$ cat config.mk
export PLATFORM = sky130hd
export DESIGN_NAME = half_single_float_converter
export DESIGN_NICKNAME = d
export VERILOG_FILES = /design/src/hsfc_pkg.sv /design/src/hsfc_stage.sv /design/src/hsfc_classify.sv /design/src/hsfc_compute.sv /design/src/half_single_float_converter.sv
export SDC_FILE = /design/constraint.sdc
export NUM_CORES = 1
export LEC_CHECK = 0
export ABC_AREA = 1
export BUFFER_PORTS_ARGS = -buffer_cell sky130_fd_sc_hd__buf_4
export CAP_MARGIN = 15
export CORE_ASPECT_RATIO = 1.5
export CORE_MARGIN = 1.5
export CORE_UTILIZATION = 30
export DETAILED_ROUTE_END_ITERATION = 8
export GPL_ROUTABILITY_DRIVEN = 0
export GPL_TIMING_DRIVEN = 0
export REMOVE_ABC_BUFFERS = 1
export SETUP_SLACK_MARGIN = 0.05
export SKIP_CTS_REPAIR_TIMING = 1
export SYNTH_ARGS = -nofsm -noshare
export SYNTH_HDL_FRONTEND = slang
export SYNTH_SLANG_ARGS = --single-unit
export TNS_END_PERCENT = 100
$ cat constraint.sdc
create_clock -name clk_i -period 5.3 [get_ports clk_i]
set_input_delay 0.265 -clock clk_i [delete_from_list [all_inputs] [get_ports clk_i]]
set_output_delay 0.265 -clock clk_i [all_outputs]
set_load 0.1 [all_outputs]
$ cat src/hsfc_pkg.sv
// ----------------------------------------------------------------------------
// hsfc_pkg: shared types and constants for the half/single converter
// Holds the request codes and the stage payload types.
// ----------------------------------------------------------------------------
package hsfc_pkg;

  localparam logic ReqEncode = 1'b0;
  localparam logic ReqDecode = 1'b1;

  // Payload between the classify stage and the compute stage.
  typedef struct packed {
    logic        req;
    logic        sign;
    logic [7:0]  exp;      // single exponent, or half exponent zero-extended
    logic [10:0] man;      // top 11 single mantissa bits, or half mantissa
    logic        man_nz;   // full mantissa nonzero (NaN detection)
  } hsfc_cls_t;

  // Payload between the compute stage and the output stage.
  typedef struct packed {
    logic [31:0] base;     // result before rounding increment
    logic        inc;      // round-up bit to add
  } hsfc_cmp_t;

endpackage

$ cat src/hsfc_stage.sv
// ----------------------------------------------------------------------------
// hsfc_stage: control of one elastic pipeline stage
// Holds the valid bit of a stage and gives the load enable for its data.
// ----------------------------------------------------------------------------
module hsfc_stage (
  input  logic clk_i,
  input  logic rst_ni,
  input  logic valid_i,
  output logic ready_o,
  output logic valid_o,
  input  logic ready_i,
  output logic load_o
);

  logic valid_q;

  assign ready_o = !valid_q || ready_i;
  assign valid_o = valid_q;
  assign load_o  = ready_o && valid_i;

  always_ff @(posedge clk_i or negedge rst_ni) begin
    if (!rst_ni) begin
      valid_q <= 1'b0;
    end else if (ready_o) begin
      valid_q <= valid_i;
    end
  end

endmodule

$ cat src/hsfc_classify.sv
// ----------------------------------------------------------------------------
// hsfc_classify: field extraction
// Splits the operand into sign, exponent and mantissa for either direction.
// ----------------------------------------------------------------------------
module hsfc_classify (
  input  logic                  req_i,
  input  logic [31:0]           value_i,
  output hsfc_pkg::hsfc_cls_t   cls_o
);
  import hsfc_pkg::*;

  always_comb begin
    cls_o.req = req_i;
    if (req_i == ReqEncode) begin
      cls_o.sign   = value_i[31];
      cls_o.exp    = value_i[30:23];
      cls_o.man    = value_i[22:12];
      cls_o.man_nz = |value_i[22:0];
    end else begin
      cls_o.sign   = value_i[15];
      cls_o.exp    = {3'b000, value_i[14:10]};
      cls_o.man    = {1'b0, value_i[9:0]};
      cls_o.man_nz = |value_i[9:0];
    end
  end

endmodule

$ cat src/hsfc_compute.sv
// ----------------------------------------------------------------------------
// hsfc_compute: conversion core
// Builds the unrounded result and the rounding bit for both directions.
// ----------------------------------------------------------------------------
module hsfc_compute (
  input  hsfc_pkg::hsfc_cls_t cls_i,
  output hsfc_pkg::hsfc_cmp_t cmp_o
);
  import hsfc_pkg::*;

  logic [11:0] dm;
  logic [3:0]  sh;
  logic [11:0] dshift;
  logic [3:0]  lz;
  logic [9:0]  nm;
  logic [4:0]  hexp;

  always_comb begin
    dm     = {1'b1, cls_i.man};
    sh     = 4'(8'd113 - cls_i.exp);          // 1..10 in the denormal range
    dshift = dm >> sh;
    hexp   = 5'(cls_i.exp - 8'd112);
    lz     = 4'd9;
    for (int i = 0; i < 10; i++) begin
      if (cls_i.man[i]) lz = 4'(i);
    end
    nm     = 10'(cls_i.man[9:0] << (4'd10 - lz));
    cmp_o.base = '0;
    cmp_o.inc  = 1'b0;
    if (cls_i.req == ReqEncode) begin
      cmp_o.base[15] = cls_i.sign;
      if (cls_i.exp < 8'd103) begin
        cmp_o.base[14:0] = '0;
      end else if (cls_i.exp > 8'd142) begin
        cmp_o.base[14:10] = 5'h1f;
        cmp_o.base[0]     = (cls_i.exp == 8'hff) && cls_i.man_nz;
      end else if (cls_i.exp < 8'd113) begin
        cmp_o.base[10:0] = dshift[11:1];
        cmp_o.inc        = dshift[0];
      end else begin
        cmp_o.base[14:0] = {hexp, cls_i.man[10:1]};
        cmp_o.inc        = cls_i.man[0];
      end
    end else begin
      cmp_o.base[31] = cls_i.sign;
      if (cls_i.exp[4:0] == 5'd0) begin
        if (cls_i.man_nz) begin
          cmp_o.base[30:23] = 8'(lz) + 8'd103;
          cmp_o.base[22:13] = nm;
        end
      end else if (cls_i.exp[4:0] != 5'h1f) begin
        cmp_o.base[30:23] = cls_i.exp + 8'd112;
        cmp_o.base[22:13] = cls_i.man[9:0];
      end else if (!cls_i.man_nz) begin
        cmp_o.base[30:23] = 8'hff;
      end else begin
        cmp_o.base[30:22] = 9'h1ff;
      end
    end
  end

endmodule

$ cat src/half_single_float_converter.sv
// ----------------------------------------------------------------------------
// half_single_float_converter: IEEE single <-> half bit pattern converter
// Three-stage pipeline: field split, conversion, rounding add.
// ----------------------------------------------------------------------------
// Channel   Dir  Fields (lowest bit first)
// s_axis    in   tuser = req_type (0 encode, 1 decode), tdata = value_in
// m_axis    out  tdata = result_bits
//
// One beat may enter every cycle while s_axis_tready is high; results leave in order.
// With no m_axis stall, three elastic stage registers give one beat per cycle.
// Reset clears only the stage valid bits; data registers are not reset.
// A stall on m_axis holds every full stage; no beat is lost or repeated.
// ----------------------------------------------------------------------------
module half_single_float_converter (
  input  logic        clk_i,
  input  logic        rst_ni,
  input  logic        s_axis_tvalid,
  output logic        s_axis_tready,
  input  logic [31:0] s_axis_tdata,   // [31:0] value_in
  input  logic        s_axis_tuser,   // [0] req_type
  output logic        m_axis_tvalid,
  input  logic        m_axis_tready,
  output logic [31:0] m_axis_tdata    // [31:0] result_bits
);
  import hsfc_pkg::*;

  hsfc_cls_t cls_d, cls_q;
  hsfc_cmp_t cmp_d, cmp_q;
  logic      v1, r1, v2, r2;
  logic      ld1, ld2, ld3;
  logic [31:0] res_d, res_q;

  // Stage 1: split the operand into its fields.
  hsfc_classify u_cls (.req_i(s_axis_tuser), .value_i(s_axis_tdata), .cls_o(cls_d));

  hsfc_stage u_st1 (
    .clk_i, .rst_ni, .valid_i(s_axis_tvalid), .ready_o(s_axis_tready),
    .valid_o(v1), .ready_i(r1), .load_o(ld1)
  );

  // Stage 2: range selection, shifts and normalization.
  hsfc_compute u_cmp (.cls_i(cls_q), .cmp_o(cmp_d));

  hsfc_stage u_st2 (
    .clk_i, .rst_ni, .valid_i(v1), .ready_o(r1),
    .valid_o(v2), .ready_i(r2), .load_o(ld2)
  );

  // Stage 3: the rounding increment, which may carry into the exponent.
  // Encode results keep their upper half at zero since the half sum never
  // exceeds 0xFFFF.
  assign res_d = cmp_q.base + {31'd0, cmp_q.inc};

  hsfc_stage u_st3 (
    .clk_i, .rst_ni, .valid_i(v2), .ready_o(r2),
    .valid_o(m_axis_tvalid), .ready_i(m_axis_tready), .load_o(ld3)
  );

  // Stage data registers. Each loads only when its stage takes a new beat,
  // so a stalled stage keeps its contents.
  always_ff @(posedge clk_i) begin
    if (ld1) begin
      cls_q <= cls_d;
    end
    if (ld2) begin
      cmp_q <= cmp_d;
    end
    if (ld3) begin
      res_q <= res_d;
    end
  end

  assign m_axis_tdata = res_q;

  // A stalled output must hold its result.
  assert property (@(posedge clk_i) disable iff (!rst_ni)
    m_axis_tvalid && !m_axis_tready |=> m_axis_tvalid && $stable(m_axis_tdata))
    else $error("output beat changed during stall");

  // Only decode results may carry data in the upper half.
  assert property (@(posedge clk_i) disable iff (!rst_ni)
    v2 && cmp_q.inc |-> cmp_q.base[31:16] == 16'd0)
    else $error("rounding applied to a decode result");

  // Input is always accepted when the pipeline is drained downstream.
  assert property (@(posedge clk_i) disable iff (!rst_ni)
    m_axis_tready |-> s_axis_tready)
    else $error("pipeline stalled with free output");

endmodule
Word-level counts from Yosys, hierarchy flattened
Index checks and enable logic that the tools add are counted. Widths: inputs -> output; s select.

$add $sub $neg: 6. $lt $le $gt $ge: 3. Equality and inequality tests: 2. Shifts and indexed selects: 2. Muxes and demuxes: 23. Reductions and logical operators: 15.

Operators with widths (count): $mux 4 (11); $mux 18 (2); $add 32x1->32 (1); $mux 9 (3); $reduce_or 23->1 (1); $mux 21 (1); $lt 8x7->1 const B (2); $mux 15 (1); $mux 12 (1); $shr 12x4->12 (1); $reduce_or 10->1 (1); $shl 10x4->10 (1); $add 4x7->8 const B (1); $add 8x7->8 const B (1); $eq 8x8->1 const B (1); $gt 8x8->1 const B (1); $logic_not 5->1 (1); $mux 5 (1); $ne 5x5->1 const B (1); $sub 5x5->5 const B (1); $logic_and 1x1->1 (4); $sub 1x4->4 const A (1); $sub 4x4->4 const A (1); $logic_not 1->1 (3); other kinds (5) (8).

Flip-flop bits (word level): 90. Output and inout port bits: 34. Word-level logic and storage cells: 67.

Logic depth before layout (Yosys ltp)
Word-level depth: 15. Gate-level depth with buffers: 19.

By module
Synthesis repeated with hierarchy kept, for this count alone.

Cells, all modules: 692. Area, all modules: 5774.3 um2.

Modules (own cells, without submodules): half_single_float_converter (instances 1, cells an instance 279, area an instance 3661.0 um2, seq. area each 2612.5 um2); hsfc_compute (instances 1, cells an instance 317, area an instance 1617.8 um2, seq. area each 0.0 um2); hsfc_classify (instances 1, cells an instance 78, area an instance 360.3 um2, seq. area each 0.0 um2); hsfc_stage (instances 3, cells an instance 6, area an instance 45.0 um2, seq. area each 25.0 um2).

Least setup slack after synthesis
Ideal clock, no wire load.

Kind: reg2reg. Start point: register u_st3.valid_q, in the netlist u_st3.valid_o. End point: register res_q[0], in the netlist m_axis_tdata[0] (enable). Setup time: 0.432 ns. Arrival time: 2.506 ns. Data required time: 4.868 ns. Setup slack: 2.362 ns. Cell stages (with the launch flop): 2. Clock period less this slack: 2.938 ns. Path through: dfrtp_1 a21oi_1.

Word-level cells in the longest chain between the ends: 3.

RTL lines: from (decl) (line hsfc_stage.sv:15) `logic valid_q;`; from (signal assigned) (line hsfc_stage.sv:25) `valid_q <= valid_i;`; $logic_not 1->1 (line hsfc_stage.sv:17) `assign ready_o = !valid_q || ready_i;`; $logic_or 1x1->1 (line hsfc_stage.sv:17); $logic_and 1x1->1 (line hsfc_stage.sv:19) `assign load_o = ready_o && valid_i;`; net ld3 (line half_single_float_converter.sv:30) `logic ld1, ld2, ld3;`; to (signal assigned) (line half_single_float_converter.sv:69) `res_q <= res_d;`; to (decl) (line half_single_float_converter.sv:31) `logic [31:0] res_d, res_q;`.

The timed path passes the listed nets, and every way through them passes these cells. A chain may end at the register's enable or synchronous reset.

Worst setup path after layout
Start point: register cls_q[1] (netlist name). End point: register cmp_q[22] (netlist name), data pin.

Word-level cells in the longest chain between the ends: 14.

RTL lines: from (decl) (line half_single_float_converter.sv:27) `hsfc_cls_t cls_d, cls_q;`; from (signal assigned) (line half_single_float_converter.sv:63) `cls_q <= cls_d;`; $mux 4 (10 in a row) (line hsfc_compute.sv:25) `if (cls_i.man[i]) lz = 4'(i);`; $sub 4x4->4 (line hsfc_compute.sv:27) `nm = 10'(cls_i.man[9:0] << (4'd10 - lz));`; $shl 10x4->10 (*) (line hsfc_compute.sv:27); $mux 18 (*) (line hsfc_compute.sv:47) `if (cls_i.man_nz) begin`; $mux 18 (*) (line hsfc_compute.sv:46) `if (cls_i.exp[4:0] == 5'd0) begin`; to (signal assigned) (line half_single_float_converter.sv:66) `cmp_q <= cmp_d;`; to (decl) (line half_single_float_converter.sv:28) `hsfc_cmp_t cmp_d, cmp_q;`.

Every way passes the cells marked *; elsewhere a longest branch is shown, timed or not.

==> results.toml <==
[run_status]
status = "finished, final reports clean"

[cells_and_area]
final_area_um2 = 6400
diodes = 0
fin_nets = 713
drive_gt1_share_pct = 18.3
layout_commonest_cell = "nand2_1"
layout_common_cells = "145 x nand2_1, 87 x edfxtp_1, 70 x buf_4, 66 x inv_1, 42 x nand3_1"
area.growth.synth_to_final_pct = 20.8
finalNonFillerCells = 885

[power]
peakVddDrop_uv = 189
p_leak_nw = 2.71
powerDensity_nw_per_um2 = 416

[global_routing]
grt_pass1_wl_um = 19800
grt_usage_pct = 13.4
antenna_found_initial = 0
first_global_vias = 4139
overflow = 0
grt_max_degree = 34

[die]
io_pins = 71
die_x_um = 112
core_area_um2 = 17300
die_h_um = 166
die-area_um2 = 18500
initial_core_util_pct = 30.6
fp-row-count = 59

[sta]
relSlewSlack_pct = 39.9
tns_ns = 0
worst_slack_ns = 2.03
setup_violations = 0
fin_skew_ns = 0.0101
hold_violations = 0
rsz0062_at_grt = "no"
post-route-min-period_ns = 3.27
fin_crit_sh_pct = 61.8
drv_slew = 0
max_slew.worst_pin.slew_ns = 0.895
fmax_ghz = 0.305
whs_ns = 0.153

[detailed_routing]
wl_per_cell_um = 13.5
remaining_drc_errors = 0
drt-initial-drc-count = 346
vias = 4256
finalWirelength_um = 12000
drt_pass1_iterations = 5
routed_via_density = 4.81
ant_nets = 0

[synth]
synth_seq_cells = 90
netlist_area_um2 = 5300
ys_types = 48
yosysWarnings = 0
postSynthCellCount = 596
yosysSeqAreaShare_pct = 50.7
synth_area_per_cell_um2 = 8.90

[setup_path]
reg2reg_depth = 18
start_kind = "register"
worst_path_max_delay_cell = "ha_1"
regToRegSetupSlack_ns = 2.03
path_common_cell = "nand2_1"
path_cells = "nand2_1 -> nand2_1 -> nand2_1 -> nand2_1 -> nand2_1 -> nand2_1 -> nand2_1 -> nand2_2 -> nand2_2 -> inv_2 -> ha_1 -> clkinv_1 -> nor3_1 -> nor2_1 -> a21boi_1 -> nand2_1 -> nand2_1 -> nand2_1"
path_max_fanout = 15
arrival_ns = 3.38
worst-setup-path-type = "reg -> reg"
r2r-start = "cls_q[1]$_DFFE_PP_"
slowest_delay_ns = 0.58
reg2reg_to = "cmp_q[22]$_SDFFCE_PN0P_"
worst_setup_path_end_kind = "register"
required_ns = 5.40

[cts]
cts_tree = "done"
path_clk_slew_ns = 0.07
numCtsBuffers = 9
cts_max_path_buffers = 2
insertion_delay_ns = 0.34
clock-root-buffer = "clkbuf_16"
htreeDepth = 3
cts.sinks = 90

[worst_hold_path]
holdPathStages = 3
hold_class = "in -> reg"
hp-start = "s_axis_tvalid"
min_to = "u_st1.valid_o$_DFFE_PN0N_"

[placement]
placedCellCount = 867
pre_cts_ws_ns = 2.08
placed_area_um2 = 6070
dp_hpwl_um = 9530
io_buffers = 70

[run]
drv_cap = 0
[per-layer routing]
| metal | wire length [µm] | share of wire [%] | up-vias | global-route usage, % |
|---|---|---|---|---|
| met3 | 676 | 5.6 | 33 | 2.92 |
| met1 | 4600 | 38 | 1883 | 14.1 |
| li1 | - | - | 2188 | - |
| met5 | 0 | 0 | - | 0 |
| met2 | 6120 | 51 | 152 | 24.1 |
| met4 | 574 | 4.8 | 0 | 8.20 |
[through the flow]
step | power, mW | utilization [%]
2_1_floorplan | 1.79 | -
3_3_place_gp | 2.01 | 34.8
3_5_place_dp | 2.02 | 35.0
4_1_cts | 2.67 | 36.7
5_1_grt | 2.79 | 36.9
6_report | 2.67 | 36.9
[cell usage after synthesis (all sizes together)]
library cell  count  area [µm²]
nor3              9        61.3
o22ai             4        25.0
o21a              1        7.51
nand2           151         587
nand4            12        96.3
a21boi            1        7.51
nand3            45         240
nor3b             1        7.51
edfxtp           87        2610
a221oi            2        17.5
or3               1        11.3
dfrtp             3        75.1
o41ai             2        17.5
clkinv            4        15.0
mux2i             1        10.0
clkbuf           10        37.5
xor2             21         184
a32oi             2        17.5
a21oi            23         115
ha                9         113
a31oi             4        25.0
and2              2        12.5
xnor2            11         104
inv              77         292
buf               3        23.8
o211ai           10        75.1
o31ai             1        7.51
a22oi             2        15.0
nor2             44         206
o21ai            47         235
nor4              6        50.0
[cell type report]
| type | instances | area [µm²] |
|---|---|---|
| clock inverter | 6 | 72.6 |
| multi-input combinational | 412 | 2260 |
| fill | 1804 | 10900 |
| sequential | 90 | 2690 |
| inverter | 81 | 307 |
| timing repair buffer | 73 | 583 |
| clock buffer | 10 | 229 |
| tap | 213 | 267 |
[flip-flops by register name, summed over array words and instances (netlist names)]
register,count
m_axis_tdata,32
u_st1.valid_o,1
u_st3.valid_o,1
cmp_q,33
u_st2.valid_o,1
cls_q,22
[worst max-delay path by stage]
stage / cells past startpoint / start / endpoint
3_3_place_gp: 18 / cls_q[3]$_DFFE_PP_ / cmp_q[22]$_SDFFCE_PN0P_
5_1_grt: 18 / cls_q[1]$_DFFE_PP_ / cmp_q[22]$_SDFFCE_PN0P_
4_1_cts: 18 / cls_q[1]$_DFFE_PP_ / cmp_q[22]$_SDFFCE_PN0P_
2_1_floorplan: 1 / u_st3.valid_o$_DFFE_PN0P_ / m_axis_tdata[0]$_DFFE_PP_
3_5_place_dp: 19 / cls_q[2]$_DFFE_PP_ / cmp_q[22]$_SDFFCE_PN0P_
6_report: 18 / cls_q[1]$_DFFE_PP_ / cmp_q[22]$_SDFFCE_PN0P_
[report_power, final]
group / switching (mW) / leakage (nW) / internal [mW]
Clock: 0.277 / 0.144 / 0.372
Combinational: 0.730 / 1.68 / 0.225
Sequential: 0.100 / 0.887 / 0.960
Total: 1.11 / 2.71 / 1.56
[logic make-up after synthesis]
kind of cell | Yosys count | synth area share, %
AOI/OAI and AO/OA | 99 | 10.7
muxes | 1 | 0.189
adders and majority gates | 9 | 2.12
and+or+nand+nor | 271 | 24.0
buffers and inverters | 94 | 6.94
DFF | 90 | 50.7
xor gates and xnor gates | 32 | 5.43
[worst max-delay path: cells and delay by family, from the launching register on]
family	cells	cell delay, ns
AND/OR/NAND/NOR	14	1.27
adder cells (fa/ha/maj)	1	0.58
flip-flops	1	0.54
buffers and inverters	2	0.46
AO/OA/AOI/OAI	1	0.15
No activity file was read; power rests on OpenSTA's default activity.
